File: config.mk
export PLATFORM = sky130hd
export DESIGN_NAME = websocket_frame_deframer_top
export DESIGN_NICKNAME = d
export VERILOG_FILES = /design/src/rtl/core/wsdf_pkg.sv /design/src/rtl/core/wsdf_front.sv /design/src/rtl/core/wsdf_queue.sv /design/src/rtl/core/wsdf_back.sv /design/src/rtl/core/websocket_frame_deframer_top.sv
export SDC_FILE = /design/constraint.sdc
export NUM_CORES = 1
export LEC_CHECK = 0
export BUFFER_PORTS_ARGS = -buffer_cell sky130_fd_sc_hd__buf_2
export CORE_MARGIN = 2
export CORE_UTILIZATION = 55
export CTS_BUF_LIST = sky130_fd_sc_hd__clkbuf_8
export DETAILED_ROUTE_END_ITERATION = 6
export PLACE_DENSITY = 0.86
export SYNTH_ARGS = -nofsm -noshare
export SYNTH_HDL_FRONTEND = slang
export SYNTH_SLANG_ARGS = --single-unit
File: constraint.sdc
create_clock -name clk -period 7.75 [get_ports clk]
set_input_delay 0.3875 -clock clk [delete_from_list [all_inputs] [get_ports clk]]
set_output_delay 0.3875 -clock clk [all_outputs]
set_load 0.01 [all_outputs]
File: src/rtl/core/wsdf_pkg.sv
`timescale 1ns / 1ps
`default_nettype none

package wsdf_pkg;

    localparam int MAX_LEN_W = 63;

    localparam logic [6:0] LEN7_EXT16 = 7'd126;
    localparam logic [6:0] LEN7_EXT64 = 7'd127;
    localparam logic [2:0] LEN16_LAST = 3'd1;
    localparam logic [2:0] LEN64_LAST = 3'd7;
    localparam logic [2:0] KEY_LAST   = 3'd3;

    localparam logic BYTE_KIND_HEADER  = 1'b0;
    localparam logic BYTE_KIND_PAYLOAD = 1'b1;

    typedef struct packed {
        logic [7:0] data_byte;
        logic       resync;
    } in_item_t;

    typedef struct packed {
        logic                 byte_kind;
        logic [7:0]           out_byte;
        logic                 fin_flag;
        logic [3:0]           frame_opcode;
        logic                 is_masked;
        logic [MAX_LEN_W-1:0] payload_length;
        logic                 header_done;
        logic                 frame_end;
        logic                 oversize;
    } out_item_t;

    typedef struct packed {
        logic        byte_kind;
        logic [7:0]  raw_byte;
        logic [7:0]  key_byte;
        logic        fin_flag;
        logic [3:0]  frame_opcode;
        logic        is_masked;
        logic [63:0] length;
        logic        header_done;
        logic        frame_end;
    } front_item_t;

endpackage

`default_nettype wire

File: src/rtl/core/wsdf_front.sv
`timescale 1ns / 1ps
`default_nettype none

module wsdf_front
(
    input  wire logic                   clk,
    input  wire logic                   rst_n,
    input  wire logic                   accept,
    input  wire wsdf_pkg::in_item_t     in_item,
    output wsdf_pkg::front_item_t       item
);

    typedef enum logic [2:0]
    {
        PH_FIRST   = 3'd0,
        PH_SECOND  = 3'd1,
        PH_LEN16   = 3'd2,
        PH_LEN64   = 3'd3,
        PH_KEY     = 3'd4,
        PH_PAYLOAD = 3'd5
    } phase_t;

    phase_t      phase_reg, phase_next, phase_eff;
    logic [2:0]  count_reg, count_next;
    logic        fin_reg, fin_next;
    logic [3:0]  opcode_reg, opcode_next;
    logic        mask_reg, mask_next;
    logic [63:0] length_reg, length_next;
    logic [31:0] key_reg, key_next;
    logic [63:0] remaining_reg, remaining_next;
    logic [1:0]  lane_reg, lane_next;
    logic        kind, done, fend;
    logic [7:0]  key_byte;
    logic [7:0]  b;
    logic        length_complete;

    assign b = in_item.data_byte;

    always_comb
    begin
        case (lane_reg)
            2'd0:    key_byte = key_reg[31:24];
            2'd1:    key_byte = key_reg[23:16];
            2'd2:    key_byte = key_reg[15:8];
            default: key_byte = key_reg[7:0];
        endcase
    end

    always_comb
    begin
        phase_next      = phase_reg;
        count_next      = count_reg;
        fin_next        = fin_reg;
        opcode_next     = opcode_reg;
        mask_next       = mask_reg;
        length_next     = length_reg;
        key_next        = key_reg;
        remaining_next  = remaining_reg;
        lane_next       = lane_reg;
        kind            = wsdf_pkg::BYTE_KIND_HEADER;
        done            = 1'b0;
        fend            = 1'b0;
        length_complete = 1'b0;
        phase_eff       = in_item.resync ? PH_FIRST : phase_reg;

        unique case (phase_eff)
            PH_SECOND:
            begin
                mask_next  = b[7];
                count_next = '0;
                if (b[6:0] == wsdf_pkg::LEN7_EXT16)
                begin
                    length_next = '0;
                    phase_next  = PH_LEN16;
                end
                else if (b[6:0] == wsdf_pkg::LEN7_EXT64)
                begin
                    length_next = '0;
                    phase_next  = PH_LEN64;
                end
                else
                begin
                    length_next     = {57'd0, b[6:0]};
                    length_complete = 1'b1;
                end
            end
            PH_LEN16, PH_LEN64:
            begin
                length_next = {length_reg[55:0], b};
                count_next  = count_reg + 3'd1;
                if ((phase_eff == PH_LEN16 && count_reg == wsdf_pkg::LEN16_LAST) ||
                    (phase_eff == PH_LEN64 && count_reg == wsdf_pkg::LEN64_LAST))
                begin
                    length_complete = 1'b1;
                end
            end
            PH_KEY:
            begin
                key_next   = {key_reg[23:0], b};
                count_next = count_reg + 3'd1;
                if (count_reg == wsdf_pkg::KEY_LAST)
                begin
                    done = 1'b1;
                end
            end
            PH_PAYLOAD:
            begin
                kind      = wsdf_pkg::BYTE_KIND_PAYLOAD;
                lane_next = lane_reg + 2'd1;
                if (remaining_reg[63:1] == '0)
                begin
                    remaining_next = '0;
                    fend           = 1'b1;
                    phase_next     = PH_FIRST;
                end
                else
                begin
                    remaining_next = remaining_reg - 64'd1;
                end
            end
            default:
            begin
                fin_next       = b[7];
                opcode_next    = b[3:0];
                mask_next      = 1'b0;
                length_next    = '0;
                key_next       = '0;
                lane_next      = '0;
                remaining_next = '0;
                count_next     = '0;
                phase_next     = PH_SECOND;
            end
        endcase

        if (length_complete)
        begin
            count_next = '0;
            if (mask_next)
            begin
                phase_next = PH_KEY;
            end
            else
            begin
                done = 1'b1;
            end
        end

        if (done)
        begin
            remaining_next = length_next;
            lane_next      = '0;
            count_next     = '0;
            if (length_next == '0)
            begin
                phase_next = PH_FIRST;
                fend       = 1'b1;
            end
            else
            begin
                phase_next = PH_PAYLOAD;
            end
        end
    end

    always_comb
    begin
        item.byte_kind    = kind;
        item.raw_byte     = b;
        item.key_byte     = key_byte;
        item.fin_flag     = fin_next;
        item.frame_opcode = opcode_next;
        item.is_masked    = mask_next;
        item.length       = length_next;
        item.header_done  = done;
        item.frame_end    = fend;
    end

    always_ff @(posedge clk or negedge rst_n)
    begin
        if (!rst_n)
        begin
            phase_reg     <= PH_FIRST;
            count_reg     <= '0;
            fin_reg       <= 1'b0;
            opcode_reg    <= '0;
            mask_reg      <= 1'b0;
            length_reg    <= '0;
            key_reg       <= '0;
            remaining_reg <= '0;
            lane_reg      <= '0;
        end
        else if (accept)
        begin
            phase_reg     <= phase_next;
            count_reg     <= count_next;
            fin_reg       <= fin_next;
            opcode_reg    <= opcode_next;
            mask_reg      <= mask_next;
            length_reg    <= length_next;
            key_reg       <= key_next;
            remaining_reg <= remaining_next;
            lane_reg      <= lane_next;
        end
    end

endmodule

`default_nettype wire

File: src/rtl/core/wsdf_queue.sv
`timescale 1ns / 1ps
`default_nettype none

module wsdf_queue
(
    input  wire logic                  clk,
    input  wire logic                  rst_n,
    input  wire logic                  push,
    input  wire wsdf_pkg::front_item_t push_item,
    input  wire logic                  pop,
    output wsdf_pkg::front_item_t      head_item,
    output logic                       full,
    output logic                       empty
);

    wsdf_pkg::front_item_t entry_reg [2];
    logic                  wr_ptr_reg;
    logic                  rd_ptr_reg;
    logic [1:0]            count_reg, count_next;

    assign full      = (count_reg == 2'd2);
    assign empty     = (count_reg == 2'd0);
    assign head_item = entry_reg[rd_ptr_reg];

    always_comb
    begin
        count_next = count_reg;
        if (push && !pop)
        begin
            count_next = count_reg + 2'd1;
        end
        else if (pop && !push)
        begin
            count_next = count_reg - 2'd1;
        end
    end

    always_ff @(posedge clk)
    begin
        if (push)
        begin
            entry_reg[wr_ptr_reg] <= push_item;
        end
    end

    always_ff @(posedge clk or negedge rst_n)
    begin
        if (!rst_n)
        begin
            wr_ptr_reg <= 1'b0;
            rd_ptr_reg <= 1'b0;
            count_reg  <= '0;
        end
        else
        begin
            if (push)
            begin
                wr_ptr_reg <= ~wr_ptr_reg;
            end
            if (pop)
            begin
                rd_ptr_reg <= ~rd_ptr_reg;
            end
            count_reg <= count_next;
        end
    end

endmodule

`default_nettype wire

File: src/rtl/core/wsdf_back.sv
`timescale 1ns / 1ps
`default_nettype none

module wsdf_back
(
    input  wire logic                                clk,
    input  wire logic                                rst_n,
    input  wire logic                                cfg_write_enable,
    input  wire logic [wsdf_pkg::MAX_LEN_W-1:0]      cfg_write_data,
    input  wire logic                                head_present,
    input  wire wsdf_pkg::front_item_t               head_item,
    output logic                                     pop,
    output logic                                     out_valid,
    input  wire logic                                out_stall,
    output wsdf_pkg::out_item_t                      out_data
);

    logic [wsdf_pkg::MAX_LEN_W-1:0] max_len_reg;
    logic                           valid_reg;
    wsdf_pkg::out_item_t            data_reg, data_next;
    logic                           too_long;

    assign pop       = head_present && (!valid_reg || !out_stall);
    assign out_valid = valid_reg;
    assign out_data  = data_reg;

    assign too_long = head_item.length[63] ||
                      (head_item.length[wsdf_pkg::MAX_LEN_W-1:0] > max_len_reg);

    always_comb
    begin
        data_next.byte_kind      = head_item.byte_kind;
        if (head_item.byte_kind != wsdf_pkg::BYTE_KIND_PAYLOAD)
        begin
            data_next.out_byte = 8'd0;
        end
        else if (head_item.is_masked)
        begin
            data_next.out_byte = head_item.raw_byte ^ head_item.key_byte;
        end
        else
        begin
            data_next.out_byte = head_item.raw_byte;
        end
        data_next.fin_flag       = head_item.fin_flag;
        data_next.frame_opcode   = head_item.frame_opcode;
        data_next.is_masked      = head_item.is_masked;
        data_next.payload_length = head_item.length[wsdf_pkg::MAX_LEN_W-1:0];
        data_next.header_done    = head_item.header_done;
        data_next.frame_end      = head_item.frame_end;
        data_next.oversize       = (head_item.header_done || head_item.byte_kind) && too_long;
    end

    always_ff @(posedge clk)
    begin
        if (pop)
        begin
            data_reg <= data_next;
        end
    end

    always_ff @(posedge clk or negedge rst_n)
    begin
        if (!rst_n)
        begin
            valid_reg   <= 1'b0;
            max_len_reg <= '1;
        end
        else
        begin
            if (pop)
            begin
                valid_reg <= 1'b1;
            end
            else if (!out_stall)
            begin
                valid_reg <= 1'b0;
            end
            if (cfg_write_enable)
            begin
                max_len_reg <= cfg_write_data;
            end
        end
    end

endmodule

`default_nettype wire

File: src/rtl/core/websocket_frame_deframer_top.sv
// Channel   Direction  Payload                Transfer when
// in        input      wsdf_pkg::in_item_t    in_valid && !in_stall
// out       output     wsdf_pkg::out_item_t   out_valid && !out_stall
// cfg       input      max length, 63 b       cfg_write_enable
//
// One byte is accepted per cycle while in_stall is low, and each gives one result.
// The parser state updates in the cycle of the transfer, a two-entry queue
// holds the classified byte, and the output register adds the unmasking
// and the length check. Reset clears the parser and sets the maximum to all
// ones. A stall on the output fills the queue, after which in_stall rises.
`timescale 1ns / 1ps
`default_nettype none

module websocket_frame_deframer_top
(
    input  wire logic                           clk,
    input  wire logic                           rst_n,
    input  wire logic                           in_valid,
    output logic                                in_stall,
    input  wire wsdf_pkg::in_item_t             in_data,
    output logic                                out_valid,
    input  wire logic                           out_stall,
    output wsdf_pkg::out_item_t                 out_data,
    input  wire logic                           cfg_write_enable,
    input  wire logic [wsdf_pkg::MAX_LEN_W-1:0] cfg_write_data
);

    wsdf_pkg::front_item_t front_item;
    wsdf_pkg::front_item_t head_item;
    logic                  accept;
    logic                  full;
    logic                  empty;
    logic                  pop;

    assign in_stall = full;
    assign accept   = in_valid && !full;

    wsdf_front u_front
    (
        .clk     (clk),
        .rst_n   (rst_n),
        .accept  (accept),
        .in_item (in_data),
        .item    (front_item)
    );

    wsdf_queue u_queue
    (
        .clk       (clk),
        .rst_n     (rst_n),
        .push      (accept),
        .push_item (front_item),
        .pop       (pop),
        .head_item (head_item),
        .full      (full),
        .empty     (empty)
    );

    wsdf_back u_back
    (
        .clk              (clk),
        .rst_n            (rst_n),
        .cfg_write_enable (cfg_write_enable),
        .cfg_write_data   (cfg_write_data),
        .head_present     (!empty),
        .head_item        (head_item),
        .pop              (pop),
        .out_valid        (out_valid),
        .out_stall        (out_stall),
        .out_data         (out_data)
    );

endmodule

`default_nettype wire

==> metrics.txt <==
port bufs=159; via count=around 18,000; NumNets Final=approximately 2,400; Comb pwr share=0.417; Yosys reg bits=501; RePlAce Congestion=~0.92; Critical Path RT=between 8000 and 9000 ps; Worst Setup Path Type=reg -> reg; Setup crit end kind=flop; Tcrit/Tclk final=0.522; met3 usage=0.0632; total track usage=0.280; DRT Pass-1 Iters=7; Post-DRT Antenna Nets=0; Top Usage Layer GRT=met2; crit path launch type=flop; Setup Skew=48.5 ps; first-pass GRT wire length=approximately 96,000 um; vias in the first global route=between 15,000 and 20,000; Peak VDD IR=0.000297 V; Leakage Power=11.1 nW; CTS max path bufs=3; synth warn=0; vias per cell=about 6.3; layout cell share with drive strength beyond 1=0.193; setup repair bufs after CTS=0; worst-margin pin slew=1100 ps; status=complete, no violations; Post-synth EDFFs=between 200 and 300; Max stage delay on crit path=~900 ps; TritonCTS clock tree=done; setup TNS after final layout=0 ps; DR DRC count=0; largest net degree at the start of global routing=~130; internal power=~6 mW; Net Switching=4.28 mW; Post-Place Worst Slack=3560 ps; dpl cells=approximately 2,700; pwr dens=between 300 and 400 mW/mm2; clk_lat worst skew=approximately 640 ps; WL per Instance=between 20 and 25 um; power share of the sequential group=0.382; hpwl dp=slightly above 40,000 um; Post-Layout Cell Count=roughly 2,800; RSZ-0062 raised after global routing=false; f_max=~250 MHz; # IOs=160; Syn Area/Cell=roughly 11 um2; post-synthesis net count=2,204; Max-slew headroom=0.269; Top Family by Delay on Critical Path=flip-flops; GR Layer Usage met1=0.366; post-synthesis async set-or-reset flop share=0.483; Site Rows=74; Layout area overhead=13.5%; Seq/Total Area, Yosys=0.606; Final Max Slew Viols=0; WHS Path Cells=3; library cells used by synthesis=82; initial antenna violation count=4; Final min period=around 4000 ps; max reg flops=178; CTS sink cnt=around 500; worst reg2reg path depth=9; fin worst setup slack=roughly 3700 ps; Hold WC Path Type=in -> reg; initial DRC count=2,336; most used flip-flop cell after synthesis=edfxtp_1; Clk pwr share=0.200; worst path cell trace=buf_4 -> mux2_2 -> ha_1 -> nor2b_1 -> o211ai_1 -> a21oi_1 -> nor4b_1 -> o211a_1 -> a21oi_1; H-tree depth=3; aggregate global routing overflow=0; Synth area leaders=edfxtp_1 (34%), dfrtp_1 (20%), dfstp_2 (7.2%); final setup vio count=0; Cells after Synth=approximately 2,100; met2 global-route usage=0.453; chip width=around 210 um; Die Y-Extent=roughly 210 um; Clk pin slew, worst setup/hold paths=around 60 ps; WP depth=9; max-cap violations=0; final WL=roughly 60,000 um; crit-path max FO=just under 60; Synth Cell Area=0.0230 mm2; Synth area leader=edfxtp_1; Synth top area share=0.339; Tot Pwr=about 10 mW; die area=0.0434 mm2; Clock Tree Root=clkbuf_8; Starting Density=0.560; cell repeated most along the worst path=a21oi_1; final hold vios=0; CP max stage cell=dfrtp_4; Worst EP arrival=roughly 4400 ps; worst path bufs/invs=1; Sw Ratio=0.414; Core Footprint=slightly above 0.04 mm2; cts bufs inserted=76
[Yosys cell counts, types with 17 or more instances]
cell,n
a21oi_1,62
a22o_1,18
a22oi_1,47
a32oi_1,21
buf_1,20
clkbuf_1,74
dfrtp_1,179
dfstp_2,63
edfxtp_1,259
ha_1,73
inv_1,125
mux2_2,72
nand2_1,355
nand3_1,17
nor2_1,83
nor2b_1,27
nor3_1,27
nor4_1,22
o21ai_0,249
[cell type report]
class                      count  area, um2
timing repair buffer         221       1380
antenna                        1       2.50
clock inverter                52        250
clock buffer                  86       1180
sequential                   501      13900
inverter                     127        478
fill                        2766      14900
tap                          532        666
multi-input combinational   1316       8200
[worst reg2reg max path: stages, from the launching register on]
cell and delay (ps):
dfrtp_4 910, buf_4 590, mux2_2 460, ha_1 340, nor2b_1 150, o211ai_1 190
a21oi_1 90, nor4b_1 710, o211a_1 270, a21oi_1 70
[worst paths after layout]
kind	start	end	slack, ps
max	u_queue.rd_ptr_reg$_DFFE_PN0P_	u_back.out_data[0]$_DFFE_PP_	3710
min	cfg_write_data[18]	u_back.max_len_reg[18]$_DFFE_PN1P_	20
max reg2reg	u_queue.rd_ptr_reg$_DFFE_PN0P_	u_back.out_data[0]$_DFFE_PP_	3710
min reg2reg	u_front.length_reg[16]$_DFFE_PN0P_	u_front.length_reg[16]$_DFFE_PN0P_	480
max in group asynchronous	rst_n	u_front.remaining_reg[36]$_DFFE_PN0P_	5910
min in group asynchronous	rst_n	u_front.fin_reg$_DFFE_PN0P_	480
[layout by cell type (no fill, tap or decap), drive strengths merged, types with 11 or more instances in the layout]
cell type      n
nand2        355
edfxtp       259
o21ai        253
dfrtp        179
buf          178
inv          156
clkbuf        86
nor2          83
ha            73
mux2          72
dfstp         63
a21oi         62
a22oi         47
dlygate4sd3   43
nor3          30
nor2b         27
nor4          24
a32oi         21
clkinv        20
a22o          18
nand3         17
nand4         16
o22ai         14
or4           14
a31oi         13
mux2i         11
xor2          11
a211oi        11
xnor2         11
[power groups by stage]
stage                     clock [mW]  combinational, mW  sequential, mW
final                           2.07               4.31            3.95
after floorplan                    0               2.92            3.97
after detailed placement           0               4.16            3.97
after global placement             0               4.02            3.94
after global routing            2.21               4.65            4.00
after CTS                       2.09               4.22            3.94
[kinds of logic (layout without fill, tap and decap cells)]
logic type               count (synthesis)  count (layout)  synth area share
AO/OA/AOI/OAI                          517             517             0.140
XOR/XNOR                                22              22           0.00839
AND/OR/NAND/NOR                        621             621             0.126
multiplexers                            83              83            0.0401
other                                    0               1                 0
buffers and inverters                  237             486            0.0402
adder cells (fa/ha/maj)                 73              73            0.0398
flip-flops                             501             501             0.606
[per-stage QoR]
stage          cell area (um2)  hold slack (ps)  utilization
6_report                 26100             19.3        0.636
5_1_grt                  26100             17.6        0.636
4_1_cts                  26100           0.0618        0.636
3_5_place_dp             24200              464        0.590
3_3_place_gp             24200              452        0.590
2_1_floorplan            23000             91.9            -
[per-layer routing]
| metal | vias up | wire [um] |
|---|---|---|
| met5 | - | 34 |
| met4 | 6 | 2410 |
| met3 | 203 | 6790 |
| met2 | 1213 | 29200 |
| met1 | 8612 | 23300 |
| li1 | 7821 | - |
[what timing repair did]
| action | 4_1_cts | 5_1_grt |
|---|---|---|
| hold endpoints to repair | 171 | 0 |
| hold buffers | 43 | 0 |
| gates resized for setup | 0 | 0 |
Note: power is estimated with default switching activity, not from simulation.
